### config.mk
export PLATFORM = sky130hd
export DESIGN_NAME = http_request_header_parser_top
export DESIGN_NICKNAME = d
export VERILOG_FILES = /design/src/hrp_pkg.sv /design/src/hrp_line_scan.sv /design/src/http_request_header_parser_top.sv
export SDC_FILE = /design/constraint.sdc
export NUM_CORES = 1
export LEC_CHECK = 0
export BUFFER_PORTS_ARGS = -buffer_cell sky130_fd_sc_hd__buf_2
export CAP_MARGIN = 40
export CORE_MARGIN = 5
export CORE_UTILIZATION = 45
export CTS_CLUSTER_SIZE = 25
export DETAILED_ROUTE_END_ITERATION = 10
export GPL_TIMING_DRIVEN = 0
export SLEW_MARGIN = 20
export SYNTH_ARGS = -nofsm -noshare
export SYNTH_HDL_FRONTEND = slang
export SYNTH_SLANG_ARGS = --single-unit
### constraint.sdc
create_clock -name clock -period 6 [get_ports clock]
set_input_delay 1.2 -clock clock [delete_from_list [all_inputs] [get_ports clock]]
set_output_delay 1.2 -clock clock [all_outputs]
set_load 0.1 [all_outputs]
### src/hrp_pkg.sv
// Shared types, codes and constants of the HTTP request header parser.
`timescale 1ns / 1ps
`default_nettype none

package hrp_pkg;

   // default sizes
   localparam int METHOD_BYTES_DEF      = 16;
   localparam int PATH_BYTES_DEF        = 256;
   localparam int MAX_REQUEST_BYTES_DEF = 65536;

   // result beat layout
   localparam int RSP_DATA_W = 72;
   localparam int RSP_USER_W = 2;

   // result kinds
   localparam logic [1:0] KIND_NONE    = 2'd0;
   localparam logic [1:0] KIND_METHOD  = 2'd1;
   localparam logic [1:0] KIND_PATH    = 2'd2;
   localparam logic [1:0] KIND_SUMMARY = 2'd3;

   // summary status
   localparam logic [1:0] ST_OK         = 2'd0;
   localparam logic [1:0] ST_BAD_METHOD = 2'd1;
   localparam logic [1:0] ST_BAD_PATH   = 2'd2;
   localparam logic [1:0] ST_INCOMPLETE = 2'd3;

   // characters
   localparam logic [7:0] CH_SPACE = 8'h20;
   localparam logic [7:0] CH_TAB   = 8'h09;
   localparam logic [7:0] CH_LF    = 8'h0A;
   localparam logic [7:0] CH_VT    = 8'h0B;
   localparam logic [7:0] CH_FF    = 8'h0C;
   localparam logic [7:0] CH_CR    = 8'h0D;
   localparam logic [7:0] CH_PLUS  = 8'h2B;
   localparam logic [7:0] CH_MINUS = 8'h2D;
   localparam logic [7:0] CH_ZERO  = 8'h30;
   localparam logic [7:0] CH_NINE  = 8'h39;
   localparam logic [7:0] CH_UP_A  = 8'h41;
   localparam logic [7:0] CH_UP_Z  = 8'h5A;
   localparam logic [23:0] BLANK_TAIL = 24'h0D0A0D;

   // header name matching
   localparam int NAME_LEN = 15;
   localparam int MIN_LINE = 17;

   typedef enum logic [1:0] {
      PH_METHOD,
      PH_PATH,
      PH_REST,
      PH_DONE
   } phase_type;

   typedef enum logic [1:0] {
      LM_WAIT_LF,
      LM_IN_LINE,
      LM_SKIP
   } line_mode_type;

   typedef enum logic [1:0] {
      NP_SPACE,
      NP_DIGITS,
      NP_NEG,
      NP_STOP
   } number_phase_type;

   // control from the request parser to the line scanner
   typedef struct packed {
      logic step;     // run this byte through the line logic
      logic restart;  // new request: start from the reset state
   } line_ctrl_type;

   // lower-case "content-length:" one character at a time
   function automatic logic [7:0] name_char(input logic [3:0] idx);
      logic [7:0] c;
      unique case (idx)
         4'd0:    c = 8'h63;  // c
         4'd1:    c = 8'h6F;  // o
         4'd2:    c = 8'h6E;  // n
         4'd3:    c = 8'h74;  // t
         4'd4:    c = 8'h65;  // e
         4'd5:    c = 8'h6E;  // n
         4'd6:    c = 8'h74;  // t
         4'd7:    c = 8'h2D;  // -
         4'd8:    c = 8'h6C;  // l
         4'd9:    c = 8'h65;  // e
         4'd10:   c = 8'h6E;  // n
         4'd11:   c = 8'h67;  // g
         4'd12:   c = 8'h74;  // t
         4'd13:   c = 8'h68;  // h
         4'd14:   c = 8'h3A;  // :
         default: c = 8'h00;
      endcase
      return c;
   endfunction

   // whitespace as strtol sees it, minus CR
   function automatic logic is_blank(input logic [7:0] b);
      return (b == CH_SPACE) || (b == CH_TAB) || (b == CH_LF) ||
             (b == CH_VT) || (b == CH_FF);
   endfunction

endpackage

`default_nettype wire

### src/hrp_line_scan.sv
// Header line scanner: finds Content-Length lines and converts their value.
`timescale 1ns / 1ps
`default_nettype none

module hrp_line_scan (
   input  wire logic                  clock,
   input  wire logic                  reset,
   input  wire hrp_pkg::line_ctrl_type ctrl,
   input  wire logic [7:0]            data_byte,
   output logic [31:0]                body_length
);

   hrp_pkg::line_mode_type    mode_ff, mode_in, mode_e;
   hrp_pkg::number_phase_type np_ff, np_in, np_e;
   logic [7:0]  pos_ff, pos_in, pos_e;
   logic        match_ff, match_in, match_e;
   logic [31:0] cand_ff, cand_in, cand_e;
   logic [31:0] len_ff, len_in, len_e;

   logic [7:0]  lc;
   logic        digit;
   logic [35:0] cand_x10;

   // state as seen by this beat: a new request starts from reset values
   assign mode_e  = ctrl.restart ? hrp_pkg::LM_WAIT_LF : mode_ff;
   assign np_e    = ctrl.restart ? hrp_pkg::NP_SPACE : np_ff;
   assign pos_e   = ctrl.restart ? 8'd0 : pos_ff;
   assign match_e = ctrl.restart ? 1'b0 : match_ff;
   assign cand_e  = ctrl.restart ? 32'd0 : cand_ff;
   assign len_e   = ctrl.restart ? 32'd0 : len_ff;

   // byte helpers
   assign lc = ((data_byte >= hrp_pkg::CH_UP_A) && (data_byte <= hrp_pkg::CH_UP_Z))
             ? data_byte + 8'd32 : data_byte;
   assign digit = (data_byte >= hrp_pkg::CH_ZERO) && (data_byte <= hrp_pkg::CH_NINE);
   assign cand_x10 = ({4'd0, cand_e} << 3) + ({4'd0, cand_e} << 1)
                   + {32'd0, data_byte[3:0]};

   // next state
   always_comb begin
      mode_in  = mode_e;
      np_in    = np_e;
      pos_in   = pos_e;
      match_in = match_e;
      cand_in  = cand_e;
      len_in   = len_e;
      if (ctrl.step) begin
         unique case (mode_e)
            hrp_pkg::LM_WAIT_LF: begin
               if (data_byte == hrp_pkg::CH_LF) begin
                  mode_in  = hrp_pkg::LM_IN_LINE;
                  pos_in   = 8'd0;
                  match_in = 1'b1;
                  np_in    = hrp_pkg::NP_SPACE;
                  cand_in  = 32'd0;
               end
            end
            hrp_pkg::LM_SKIP: begin
               // byte after CR is swallowed, next line starts
               mode_in  = hrp_pkg::LM_IN_LINE;
               pos_in   = 8'd0;
               match_in = 1'b1;
               np_in    = hrp_pkg::NP_SPACE;
               cand_in  = 32'd0;
            end
            hrp_pkg::LM_IN_LINE: begin
               if (data_byte == hrp_pkg::CH_CR) begin
                  if (match_e && (pos_e >= 8'(hrp_pkg::MIN_LINE))) len_in = cand_e;
                  mode_in = hrp_pkg::LM_SKIP;
               end else begin
                  if (pos_e < 8'(hrp_pkg::NAME_LEN)) begin
                     if (lc != hrp_pkg::name_char(pos_e[3:0])) match_in = 1'b0;
                  end else if (match_e) begin
                     // strtol-style number
                     case (np_e)
                        hrp_pkg::NP_SPACE: begin
                           if (hrp_pkg::is_blank(data_byte)) begin
                              np_in = hrp_pkg::NP_SPACE;
                           end else if (data_byte == hrp_pkg::CH_PLUS) begin
                              np_in = hrp_pkg::NP_DIGITS;
                           end else if (data_byte == hrp_pkg::CH_MINUS) begin
                              np_in = hrp_pkg::NP_NEG;
                           end else if (digit) begin
                              cand_in = {28'd0, data_byte[3:0]};
                              np_in   = hrp_pkg::NP_DIGITS;
                           end else begin
                              np_in = hrp_pkg::NP_STOP;
                           end
                        end
                        hrp_pkg::NP_DIGITS: begin
                           if (digit) begin
                              cand_in = (cand_x10[35:32] != 4'd0) ? 32'hFFFF_FFFF
                                                                  : cand_x10[31:0];
                           end else begin
                              np_in = hrp_pkg::NP_STOP;
                           end
                        end
                        default: np_in = np_e;
                     endcase
                  end
                  if (pos_e != 8'd255) pos_in = pos_e + 8'd1;
               end
            end
            default: mode_in = mode_e;
         endcase
      end
   end

   // state registers
   always_ff @(posedge clock) begin
      if (reset) begin
         mode_ff  <= hrp_pkg::LM_WAIT_LF;
         np_ff    <= hrp_pkg::NP_SPACE;
         pos_ff   <= 8'd0;
         match_ff <= 1'b0;
         cand_ff  <= 32'd0;
         len_ff   <= 32'd0;
      end else begin
         mode_ff  <= mode_in;
         np_ff    <= np_in;
         pos_ff   <= pos_in;
         match_ff <= match_in;
         cand_ff  <= cand_in;
         len_ff   <= len_in;
      end
   end

   assign body_length = len_ff;

endmodule

`default_nettype wire

### src/http_request_header_parser_top.sv
// Top level of the HTTP request header parser.
// Takes one request byte per beat and returns exactly one result beat per byte:
// a method or path echo, a header summary, or a "nothing" beat. Every byte is
// handled between the request handshake and the result register, so the
// block sustains one byte per clock while results drain; a result appears in
// the cycle after its byte is taken. The only stall comes from the result side:
// req_tready is high whenever the result register is empty or being drained.
// The state is a handful of counters plus the line scanner, so no warm-up or
// clearing pass follows reset. A first_byte flag restarts parsing on that byte.
`timescale 1ns / 1ps
`default_nettype none

module http_request_header_parser_top #(
   parameter int METHOD_BYTES      = hrp_pkg::METHOD_BYTES_DEF,
   parameter int PATH_BYTES        = hrp_pkg::PATH_BYTES_DEF,
   parameter int MAX_REQUEST_BYTES = hrp_pkg::MAX_REQUEST_BYTES_DEF
) (
   input  wire logic        clock,
   input  wire logic        reset,
   input  wire logic        req_tvalid,
   output logic             req_tready,
   input  wire logic [7:0]  req_tdata,   // [7:0] data_byte
   input  wire logic [0:0]  req_tuser,   // [0] first_byte
   input  wire logic        req_tlast,   // end_of_data
   output logic             rsp_tvalid,
   input  wire logic        rsp_tready,
   output logic [hrp_pkg::RSP_DATA_W-1:0] rsp_tdata,
      // [7:0] echo_byte, [9:8] status, [13:10] method_length,
      // [21:14] path_length, [53:22] body_length, [69:54] header_length, rest 0
   output logic [hrp_pkg::RSP_USER_W-1:0] rsp_tuser   // [1:0] kind
);

   localparam int MC_W = $clog2(METHOD_BYTES + 1);
   localparam int PC_W = $clog2(PATH_BYTES + 1);
   localparam int BC_W = $clog2(MAX_REQUEST_BYTES + 1);

   hrp_pkg::phase_type phase_ff, phase_in, phase_e;
   logic [23:0]     tail_ff, tail_in, tail_e;
   logic [MC_W-1:0] mcount_ff, mcount_in, mcount_e;
   logic [PC_W-1:0] pcount_ff, pcount_in, pcount_e;
   logic [BC_W-1:0] bcount_ff, bcount_in, bcount_e, bcount_inc;
   logic [1:0]      err_ff, err_in, err_e;

   logic            rsp_valid_ff;
   logic [1:0]      kind_ff, kind_in;
   logic [7:0]      echo_ff, echo_in;
   logic [1:0]      status_ff, status_in;
   logic [3:0]      mlen_ff, mlen_in;
   logic [7:0]      plen_ff, plen_in;
   logic [31:0]     body_ff, body_in;
   logic [15:0]     hlen_ff, hlen_in;

   logic            accept, first, eod, active, hdr_end, overflow;
   logic [7:0]      b;
   logic [31:0]     body_length;
   hrp_pkg::line_ctrl_type line_ctrl;

   assign accept = req_tvalid && req_tready;
   assign b      = req_tdata;
   assign first  = req_tuser[0];
   assign eod    = req_tlast;

   // state seen by this beat; first_byte restarts from reset values
   assign phase_e  = first ? hrp_pkg::PH_METHOD : phase_ff;
   assign tail_e   = first ? 24'd0 : tail_ff;
   assign mcount_e = first ? '0 : mcount_ff;
   assign pcount_e = first ? '0 : pcount_ff;
   assign bcount_e = first ? '0 : bcount_ff;
   assign err_e    = first ? hrp_pkg::ST_BAD_METHOD : err_ff;

   // per-byte conditions
   assign active     = accept && (phase_e != hrp_pkg::PH_DONE);
   assign bcount_inc = (bcount_e < BC_W'(MAX_REQUEST_BYTES)) ? bcount_e + 1'b1 : bcount_e;
   assign hdr_end    = (b == hrp_pkg::CH_LF) && (tail_e == hrp_pkg::BLANK_TAIL);
   assign overflow   = eod || (bcount_inc >= BC_W'(MAX_REQUEST_BYTES));

   assign line_ctrl.step    = active && !hdr_end;
   assign line_ctrl.restart = accept && first;

   hrp_line_scan u_line_scan (
      .clock       (clock),
      .reset       (reset),
      .ctrl        (line_ctrl),
      .data_byte   (b),
      .body_length (body_length)
   );

   // next state
   always_comb begin
      phase_in  = phase_ff;
      tail_in   = tail_ff;
      mcount_in = mcount_ff;
      pcount_in = pcount_ff;
      bcount_in = bcount_ff;
      err_in    = err_ff;
      if (accept) begin
         phase_in  = phase_e;
         tail_in   = tail_e;
         mcount_in = mcount_e;
         pcount_in = pcount_e;
         bcount_in = bcount_e;
         err_in    = err_e;
      end
      if (active) begin
         bcount_in = bcount_inc;
         tail_in   = {tail_e[15:0], b};
         if (hdr_end) begin
            phase_in = hrp_pkg::PH_DONE;
         end else begin
            unique case (phase_e)
               hrp_pkg::PH_METHOD: begin
                  if (b == hrp_pkg::CH_SPACE) begin
                     if (mcount_e >= MC_W'(METHOD_BYTES)) begin
                        phase_in = hrp_pkg::PH_REST;
                     end else begin
                        err_in   = hrp_pkg::ST_BAD_PATH;
                        phase_in = hrp_pkg::PH_PATH;
                     end
                  end else if (mcount_e < MC_W'(METHOD_BYTES)) begin
                     mcount_in = mcount_e + 1'b1;
                  end
               end
               hrp_pkg::PH_PATH: begin
                  if (b == hrp_pkg::CH_SPACE) begin
                     if (pcount_e < PC_W'(PATH_BYTES)) err_in = hrp_pkg::ST_OK;
                     phase_in = hrp_pkg::PH_REST;
                  end else if (pcount_e < PC_W'(PATH_BYTES)) begin
                     pcount_in = pcount_e + 1'b1;
                  end
               end
               default: phase_in = phase_e;
            endcase
            if (overflow) phase_in = hrp_pkg::PH_DONE;
         end
      end
   end

   // result fields
   always_comb begin
      kind_in   = hrp_pkg::KIND_NONE;
      echo_in   = 8'd0;
      status_in = hrp_pkg::ST_OK;
      mlen_in   = 4'd0;
      plen_in   = 8'd0;
      body_in   = 32'd0;
      hlen_in   = 16'd0;
      if (active) begin
         if (hdr_end) begin
            kind_in   = hrp_pkg::KIND_SUMMARY;
            status_in = err_e;
            if (err_e == hrp_pkg::ST_OK) begin
               mlen_in = 4'(mcount_e);
               plen_in = 8'(pcount_e);
               body_in = body_length;
            end
            hlen_in = (32'(bcount_inc) > 32'd65535) ? 16'hFFFF : 16'(bcount_inc);
         end else if (overflow) begin
            kind_in   = hrp_pkg::KIND_SUMMARY;
            status_in = hrp_pkg::ST_INCOMPLETE;
         end else if ((phase_e == hrp_pkg::PH_METHOD) && (b != hrp_pkg::CH_SPACE)) begin
            kind_in = hrp_pkg::KIND_METHOD;
            echo_in = b;
         end else if ((phase_e == hrp_pkg::PH_PATH) && (b != hrp_pkg::CH_SPACE)) begin
            kind_in = hrp_pkg::KIND_PATH;
            echo_in = b;
         end
      end
   end

   // parser state registers
   always_ff @(posedge clock) begin
      if (reset) begin
         phase_ff  <= hrp_pkg::PH_METHOD;
         tail_ff   <= 24'd0;
         mcount_ff <= '0;
         pcount_ff <= '0;
         bcount_ff <= '0;
         err_ff    <= hrp_pkg::ST_BAD_METHOD;
      end else begin
         phase_ff  <= phase_in;
         tail_ff   <= tail_in;
         mcount_ff <= mcount_in;
         pcount_ff <= pcount_in;
         bcount_ff <= bcount_in;
         err_ff    <= err_in;
      end
   end

   // result register: valid flag
   always_ff @(posedge clock) begin
      if (reset) begin
         rsp_valid_ff <= 1'b0;
      end else if (accept) begin
         rsp_valid_ff <= 1'b1;
      end else if (rsp_tready) begin
         rsp_valid_ff <= 1'b0;
      end
   end

   // result register: payload
   always_ff @(posedge clock) begin
      if (accept) begin
         kind_ff   <= kind_in;
         echo_ff   <= echo_in;
         status_ff <= status_in;
         mlen_ff   <= mlen_in;
         plen_ff   <= plen_in;
         body_ff   <= body_in;
         hlen_ff   <= hlen_in;
      end
   end

   assign req_tready = !rsp_valid_ff || rsp_tready;
   assign rsp_tvalid = rsp_valid_ff;
   assign rsp_tuser  = kind_ff;
   assign rsp_tdata  = {2'b00, hlen_ff, body_ff, plen_ff, mlen_ff, status_ff, echo_ff};

endmodule

`default_nettype wire

# --- After elaboration in Yosys (flattened, before gate mapping) ---
# Memories as Yosys holds them, arrays and structs flattened.
# Cells that the tools add are included.
# W data, S select, Z words.
classes:
  addsub: 7
  mul: 0
  n_div: 0
  magnitude_cmp: 12
  n_eq_ne: 17
  shift: 0
  n_mux: 105
  bitwise_logic: 1
  reduce_logical: 28
ops:
  columns: ["cell", "n"]
  rows:
  - ["$mux W32", 17]
  - ["$mux W8", 12]
  - ["$pmux W32 S3", 1]
  - ["$mux W2", 37]
  - ["$mux W24", 3]
  - ["$mux W17", 4]
  - ["$pmux W32 S2", 1]
  - ["$mux W9", 7]
  - ["$eq A8 B4 Y1 const B", 5]
  - ["$add A35 B33 Y36", 1]
  - ["$add A36 B4 Y36", 1]
  - ["$mux W5", 7]
  - ["$eq A24 B20 Y1 const B", 1]
  - ["$eq A8 B6 Y1 const B", 3]
  - ["$pmux W8 S3", 1]
  - ["$add A17 B1 Y17 const B", 1]
  - ["$ge A17 B17 Y1 const B", 1]
  - ["$gt A17 B16 Y1 const B", 1]
  - ["$lt A17 B17 Y1 const B", 1]
  - ["$mux W16", 1]
  - ["$pmux W2 S2", 3]
  - ["$pmux W2 S3", 2]
  - ["$logic_and A1 B1 Y1", 10]
  - ["$add A9 B1 Y9 const B", 1]
  - ["other kinds (29)", 48]
word_totals:
  reg_bits: 209
  latchBits: 0
  mem_bits_rw: 0
  rom_bits: 112
  in_bits: 14
  out_inout_bits: 76
  word_cells: 191
  memories: 1
memory_table:
  columns: ["name", "depth", "word_bits", "rd", "rd_ports_with_merged_regs", "write_ports", "line_no", "text"]
  rows:
  - ["(no name shown)", 16, 7, 1, 0, 0, "hrp_pkg.sv:76", "unique case (idx)"]

# --- Longest topological paths before layout ---
logic_depth:
  depth_word: 16
  mapped_depth: 22
  mapped_depth_nobuf: 18

# --- Cells and area by module ---
# Synthesis repeated with hierarchy kept, for this count alone.
hier_totals:
  hier_cells: 1541
  hier_area_um2: 12857.3
by_module_without_submodules:
  columns: ["module", "n_inst", "cells_per_inst", "area_per_inst_um2", "seq_area_each_um2"]
  rows:
  - ["hrp_line_scan", 1, 928, 6776.5, 1541.5]
  - ["http_request_header_parser_top", 1, 613, 6080.8, 3363.2]

# --- Worst setup path before layout ---
# OpenSTA, ideal clock, no wires.
synth_path:
  path_type: "input to register"
  start: "input rsp_tready"
  end: "register u_line_scan.cand_ff[27]"
  setup_ps: 116
  arrival_time_ps: 5625
  t_required_ps: 5884
  setup_slack_ps: 259
  path_stages: 21
  n_path_buf: 4
  path_cell_list: "nor2b_1 buf_2 inv_2 nand3_1 clkbuf_1 clkbuf_1 nand2_1 xnor2_1 ha_1 inv_1 fa_1 nand2b_1 a21oi_1 o21ai_1 o21ai_1 and4_1 o21ai_0 a2111oi_4 buf_4 a21oi_1 a31o_2"
synth_via:
  elab_chain_len: 15
  elab_cells_between_ends: 32
  classes_between: "add/sub: 2; order compare: 1; eq/ne: 3; mux: 18; reduce/logical: 8"
synth_lines:
  columns: ["item", "line_no", "text"]
  rows:
  - ["start, declared", "http_request_header_parser_top.sv:26", "input wire logic rsp_tready,"]
  - ["$logic_or A1 B1 Y1 *", "http_request_header_parser_top.sv:213", "assign req_tready = !rsp_valid_ff || rsp_tready;"]
  - ["via req_tready", "http_request_header_parser_top.sv:21", "output logic req_tready,"]
  - ["$logic_and A1 B1 Y1 *", "http_request_header_parser_top.sv:58", "assign accept = req_tvalid && req_tready;"]
  - ["$logic_and A1 B1 Y1", "http_request_header_parser_top.sv:78", "assign line_ctrl.restart = accept && first;"]
  - ["$mux W32", "hrp_line_scan.sv:29", "assign cand_e = ctrl.restart ? 32'd0 : cand_ff;"]
  - ["$add A35 B33 Y36", "hrp_line_scan.sv:36", "assign cand_x10 = ({4'd0, cand_e} << 3) + ({4'd0, cand_e} << 1)"]
  - ["$add A36 B4 Y36", "hrp_line_scan.sv:37", "+ {32'd0, data_byte[3:0]};"]
  - ["$reduce_bool A4 Y1", "hrp_line_scan.sv:92", "cand_in = (cand_x10[35:32] != 4'd0) ? 32'hFFFF_FFFF"]
  - ["$mux W32", "hrp_line_scan.sv:92", null]
  - ["$mux W32", "hrp_line_scan.sv:91", "if (digit) begin"]
  - ["$pmux W32 S2", "hrp_line_scan.sv:75", "case (np_e)"]
  - ["$mux W32", "hrp_line_scan.sv:73", "end else if (match_e) begin"]
  - ["$mux W32", "hrp_line_scan.sv:71", "if (pos_e < 8'(hrp_pkg::NAME_LEN)) begin"]
  - ["$mux W32", "hrp_line_scan.sv:67", "if (data_byte == hrp_pkg::CH_CR) begin"]
  - ["$pmux W32 S3", "hrp_line_scan.sv:48", "unique case (mode_e)"]
  - ["$mux W32 *", "hrp_line_scan.sv:47", "if (ctrl.step) begin"]
  - ["end signal, assigned", "hrp_line_scan.sv:123", "cand_ff <= cand_in;"]
  - ["end, declared", "hrp_line_scan.sv:17", "logic [31:0] cand_ff, cand_in, cand_e;"]
# Mark *: on every way through the listed nets, which the timed path passes. The rest lies on a longest branch.
# A chain may end at the register's enable or synchronous reset.

# --- Worst setup path after layout ---
layout_path:
  start: "input rsp_tready"
  end: "register u_line_scan.cand_ff[27]"
layout_via:
  elab_chain_len: 15
  elab_cells_between_ends: 32
  classes_between: "add/sub: 2; order compare: 1; eq/ne: 3; mux: 18; reduce/logical: 8"
layout_lines:
  columns: ["item", "line_no"]
  rows:
  - ["$logic_or A1 B1 Y1 *", "http_request_header_parser_top.sv:213"]
  - ["$logic_and A1 B1 Y1 *", "http_request_header_parser_top.sv:58"]
  - ["$logic_and A1 B1 Y1", "http_request_header_parser_top.sv:78"]
  - ["$mux W32", "hrp_line_scan.sv:29"]
  - ["$add A35 B33 Y36", "hrp_line_scan.sv:36"]
  - ["$add A36 B4 Y36", "hrp_line_scan.sv:37"]
  - ["$reduce_bool A4 Y1", "hrp_line_scan.sv:92"]
  - ["$mux W32", "hrp_line_scan.sv:92"]
  - ["$mux W32", "hrp_line_scan.sv:91"]
  - ["$pmux W32 S2", "hrp_line_scan.sv:75"]
  - ["$mux W32", "hrp_line_scan.sv:73"]
  - ["$mux W32", "hrp_line_scan.sv:71"]
  - ["$mux W32", "hrp_line_scan.sv:67"]
  - ["$pmux W32 S3", "hrp_line_scan.sv:48"]
  - ["$mux W32 *", "hrp_line_scan.sv:47"]
# Every way passes the cells marked *; elsewhere a longest branch is shown, timed or not.

==> results.md <==
* # DRC at 0
* Core Util, Final at between 50% and 60%
* Most common cell in the netlist: nor2_1
* Synthesized instance count at 1535
* Total power at approximately 3.3 mW
* H-tree levels at 1
* Max clock buf depth at 3
* Yosys top cell by area: dfxtp_1
* Worst reg2reg path depth at 20
* Synth top cells by count: nor2_1 (174), nand2_1 (150), a21oi_1 (145)
* WL/cell at 20.2 um
* CP Max Fanout at 10
* Number of global-route vias before repair at roughly 11000
* Core area at about 29000 sq um
* Hold Crit Class: reg2reg
* Starting Density at 45.4%
* Area delta synth->final at 13.6%
* Die width at 180 um
* RR Startpoint: rsp_tvalid
* Reg area at between 4000 and 5000 sq um
* Sinks on Clock Net at around 210
* Worst Path Arrival at 6240 ps
* PortBufs at 84
* Synth top area cells: dfxtp_1 (21%), edfxtp_1 (17%), ha_1 (7.0%)
* CP Cell Sequence: buf_2 -> nor2b_1 -> buf_2 -> inv_2 -> nand3_2 -> clkbuf_4 -> buf_2 -> clkbuf_2 -> and2_1 -> ha_1 -> ha_1 -> a21oi_1 -> o211ai_1 -> a2111oi_0 -> o21ai_0 -> a211oi_1 -> o21ai_1 -> a2111oi_4 -> buf_4 -> a21oi_1 -> a31o_2
* PnR worst setup slack at 164 ps
* Rows at between 60 and 70
* RSZ-0062 raised after global routing: false
* Worst Tran Pin Value at slightly above 900 ps
* Hpwl dp at between 30 and 40 mm
* WL final at around 42 mm
* Final min period at approximately 5800 ps
* Max incr delay on CP at roughly 480 ps
* DIE HEIGHT at between 150 and 200 um
* Max cap viols at 0
* Final ANT Viol Nets at 0
* Yosys Warn Count at 0
* DR vias/cell at about 5.9
* Startpoint class of the critical path: input pin
* First-pass GRT wire length at between 60 and 70 mm
* Synth top area share at between 20% and 30%
* Proportion of layout cells with a drive suffix above 1 at 11.8%
* Die area at 32300 sq um
* Dpl cell area at ~14000 sq um
* Pre-antenna DRT Iters at 6
* Reg2Reg Setup Slack at slightly below 600 ps
* Period utilisation layout at 97.3%
* ANT cells at 0
* Cell total after placement at roughly 2000
* Fmax achieved at approximately 170 MHz
* Post-CTS Hold Buffers at 0
* Run status: completed
* Origin of the worst min-delay path: tail_ff[17]
* Synthesized area at about 13000 sq um
* Clk slew on worst S/H paths at around 60 ps
* Layout Skew at approximately 16 ps
* Critical-path top delay cell: a2111oi_0
* Worst Hold Path EP: tail_ff[17]
* Register area share after synthesis at between 30% and 40%
* Vias after detailed routing at 12200
* Hold path depth at 2
* Pwr dens at ~230 nW/um^2
* Clock root cell: clkbuf_16
* Multi-input logic area at roughly 7500 sq um
* Avg Cell Area, Syn at ~8.4 sq um
* Initial antenna violation count at 1
* Synth Register Bits at 209
* CP required at between 6000 and 7000 ps
* CTS tree: built
* Static leakage at 6.03 nW
* Maximum VDD drop at 0.202 mV
* GRT Util Overall at approximately 25%
* Number of synthesized flops with an enable pin at between 70 and 80
* Place WS at -1660 ps
* Netlist cell types at 98
* Worst Setup End Kind: flop
* Setup violators final at 0
* Slew HR at 37.4%
* Design area at 14700 sq um
* Grt total ovfl at 0
* Clk Latency, worst-skew pair at about 520 ps
* Final cell count without fillers at slightly above 2000
* Setup TNS at 0 ps
* Most common cell on crit path: buf_2
* Post-synth top flop: dfxtp_1
* Reg2reg end: u_line_scan.cand_ff[27]
* Initial drt markers at approximately 1100
* Max Slew Vio Count at 0
* Number of fillers in the final layout at approximately 2800
* CTS Buf Count at 24
* Largest net degree at the start of global routing at 62
* Asr flop ratio synth at 0%
* Nets at ~1700
* GPL Wtd Cong at 0.969
* Critical setup path kind: in2reg
* Num ports at 90
* Final Hold Fails at 0
* Hold_ws at between 400 and 500 ps
## layout by cell type, fill, tap and decap left out, types with 31 or more instances in the layout
| cell | synthesis | routed |
|---|---|---|
| mux2i_1 | 36 | 36 |
| o21ai_0 | 84 | 83 |
| nor2_1 | 174 | 173 |
| a21oi_1 | 145 | 145 |
| nand3_1 | 44 | 43 |
| nand2_1 | 150 | 150 |
| edfxtp_1 | 72 | 72 |
| and2_1 | 84 | 84 |
| dfxtp_1 | 137 | 137 |
| ha_1 | 73 | 73 |
| buf_2 | 5 | 92 |
| clkbuf_1 | 68 | 66 |
| and3_1 | 31 | 31 |
## per-layer routing
| metal | routed length (um) | GRT usage, % | vias to the layer above |
|---|---|---|---|
| met2 | 17700 | 37.1 | 492 |
| met4 | 1180 | 6.71 | 2 |
| met3 | 3410 | 5.15 | 99 |
| li1 | - | - | 5815 |
| met1 | 19200 | 36.1 | 5760 |
| met5 | 13 | 0 | - |
## area by class of cell
class | instances | share of cell area [%]
tap | 384 | 3.26
timing repair buffer | 92 | 3.39
clock inverter | 13 | 0.510
inverter | 32 | 0.833
sequential | 209 | 33.3
clock buffer | 31 | 4.47
multi-input combinational | 1202 | 51.2
buffer | 93 | 3.04
## where the power goes
group | internal (mW) | switching (mW) | leakage, nW | total [mW]
Sequential | 1.50 | 0.0150 | 1.82 | 1.51
Combinational | 0.0714 | 0.362 | 3.85 | 0.433
Clock | 0.776 | 0.604 | 0.354 | 1.38
Total | 2.35 | 0.980 | 6.03 | 3.33
## sequential cells by signal, summed over array words and instances (netlist names), 4 cells and up
name / flops
plen_ff: 8
mcount_ff: 5
hlen_ff: 16
echo_ff: 8
u_line_scan.body_length: 32
tail_ff: 24
body_ff: 32
u_line_scan.pos_ff: 8
bcount_ff: 17
u_line_scan.cand_ff: 32
pcount_ff: 9
mlen_ff: 4
## logic make-up (layout without fill, tap and decap cells)
kind of cell,Yosys count,count (layout),synth area share (%)
DFF,209,209,37.9
AOI/OAI and AO/OA,405,405,19.7
and+or+nand+nor,634,634,24.7
xor gates and xnor gates,47,47,3.18
other,1,2,0.0289
adders and majority gates,75,75,7.28
muxes,39,39,3.04
buffers and inverters,125,261,4.26
## how the worst max path moves through the flow
stage                    start                 endpoint  slack [ps]  depth (start not counted)
detailed placement  rsp_tready  u_line_scan.cand_ff[27]       -1660                         22
finish              rsp_tready  u_line_scan.cand_ff[27]         160                         21
CTS                 rsp_tready  u_line_scan.cand_ff[27]          90                         22
global route        rsp_tready  u_line_scan.cand_ff[27]          40                         23
global placement    rsp_tready  u_line_scan.cand_ff[27]       -1660                         22
floorplan           rsp_tready  u_line_scan.cand_ff[27]         260                         21
## critical path, delay by kind of cell
kind | cells | cell delay (ps)
buf+inv | 7 | 1700
simple gates | 3 | 590
fa+ha+maj | 2 | 500
compound gates | 9 | 2200
## timing repair
action | CTS | global route
endpoints found under the setup margin | 32 | 30
pin swaps | 1 | 0
resized for setup | 9 | 12
buffers inserted | 2 | 0
endpoints found under the hold margin | 0 | 0
Power figures use the tool's default switching activity.
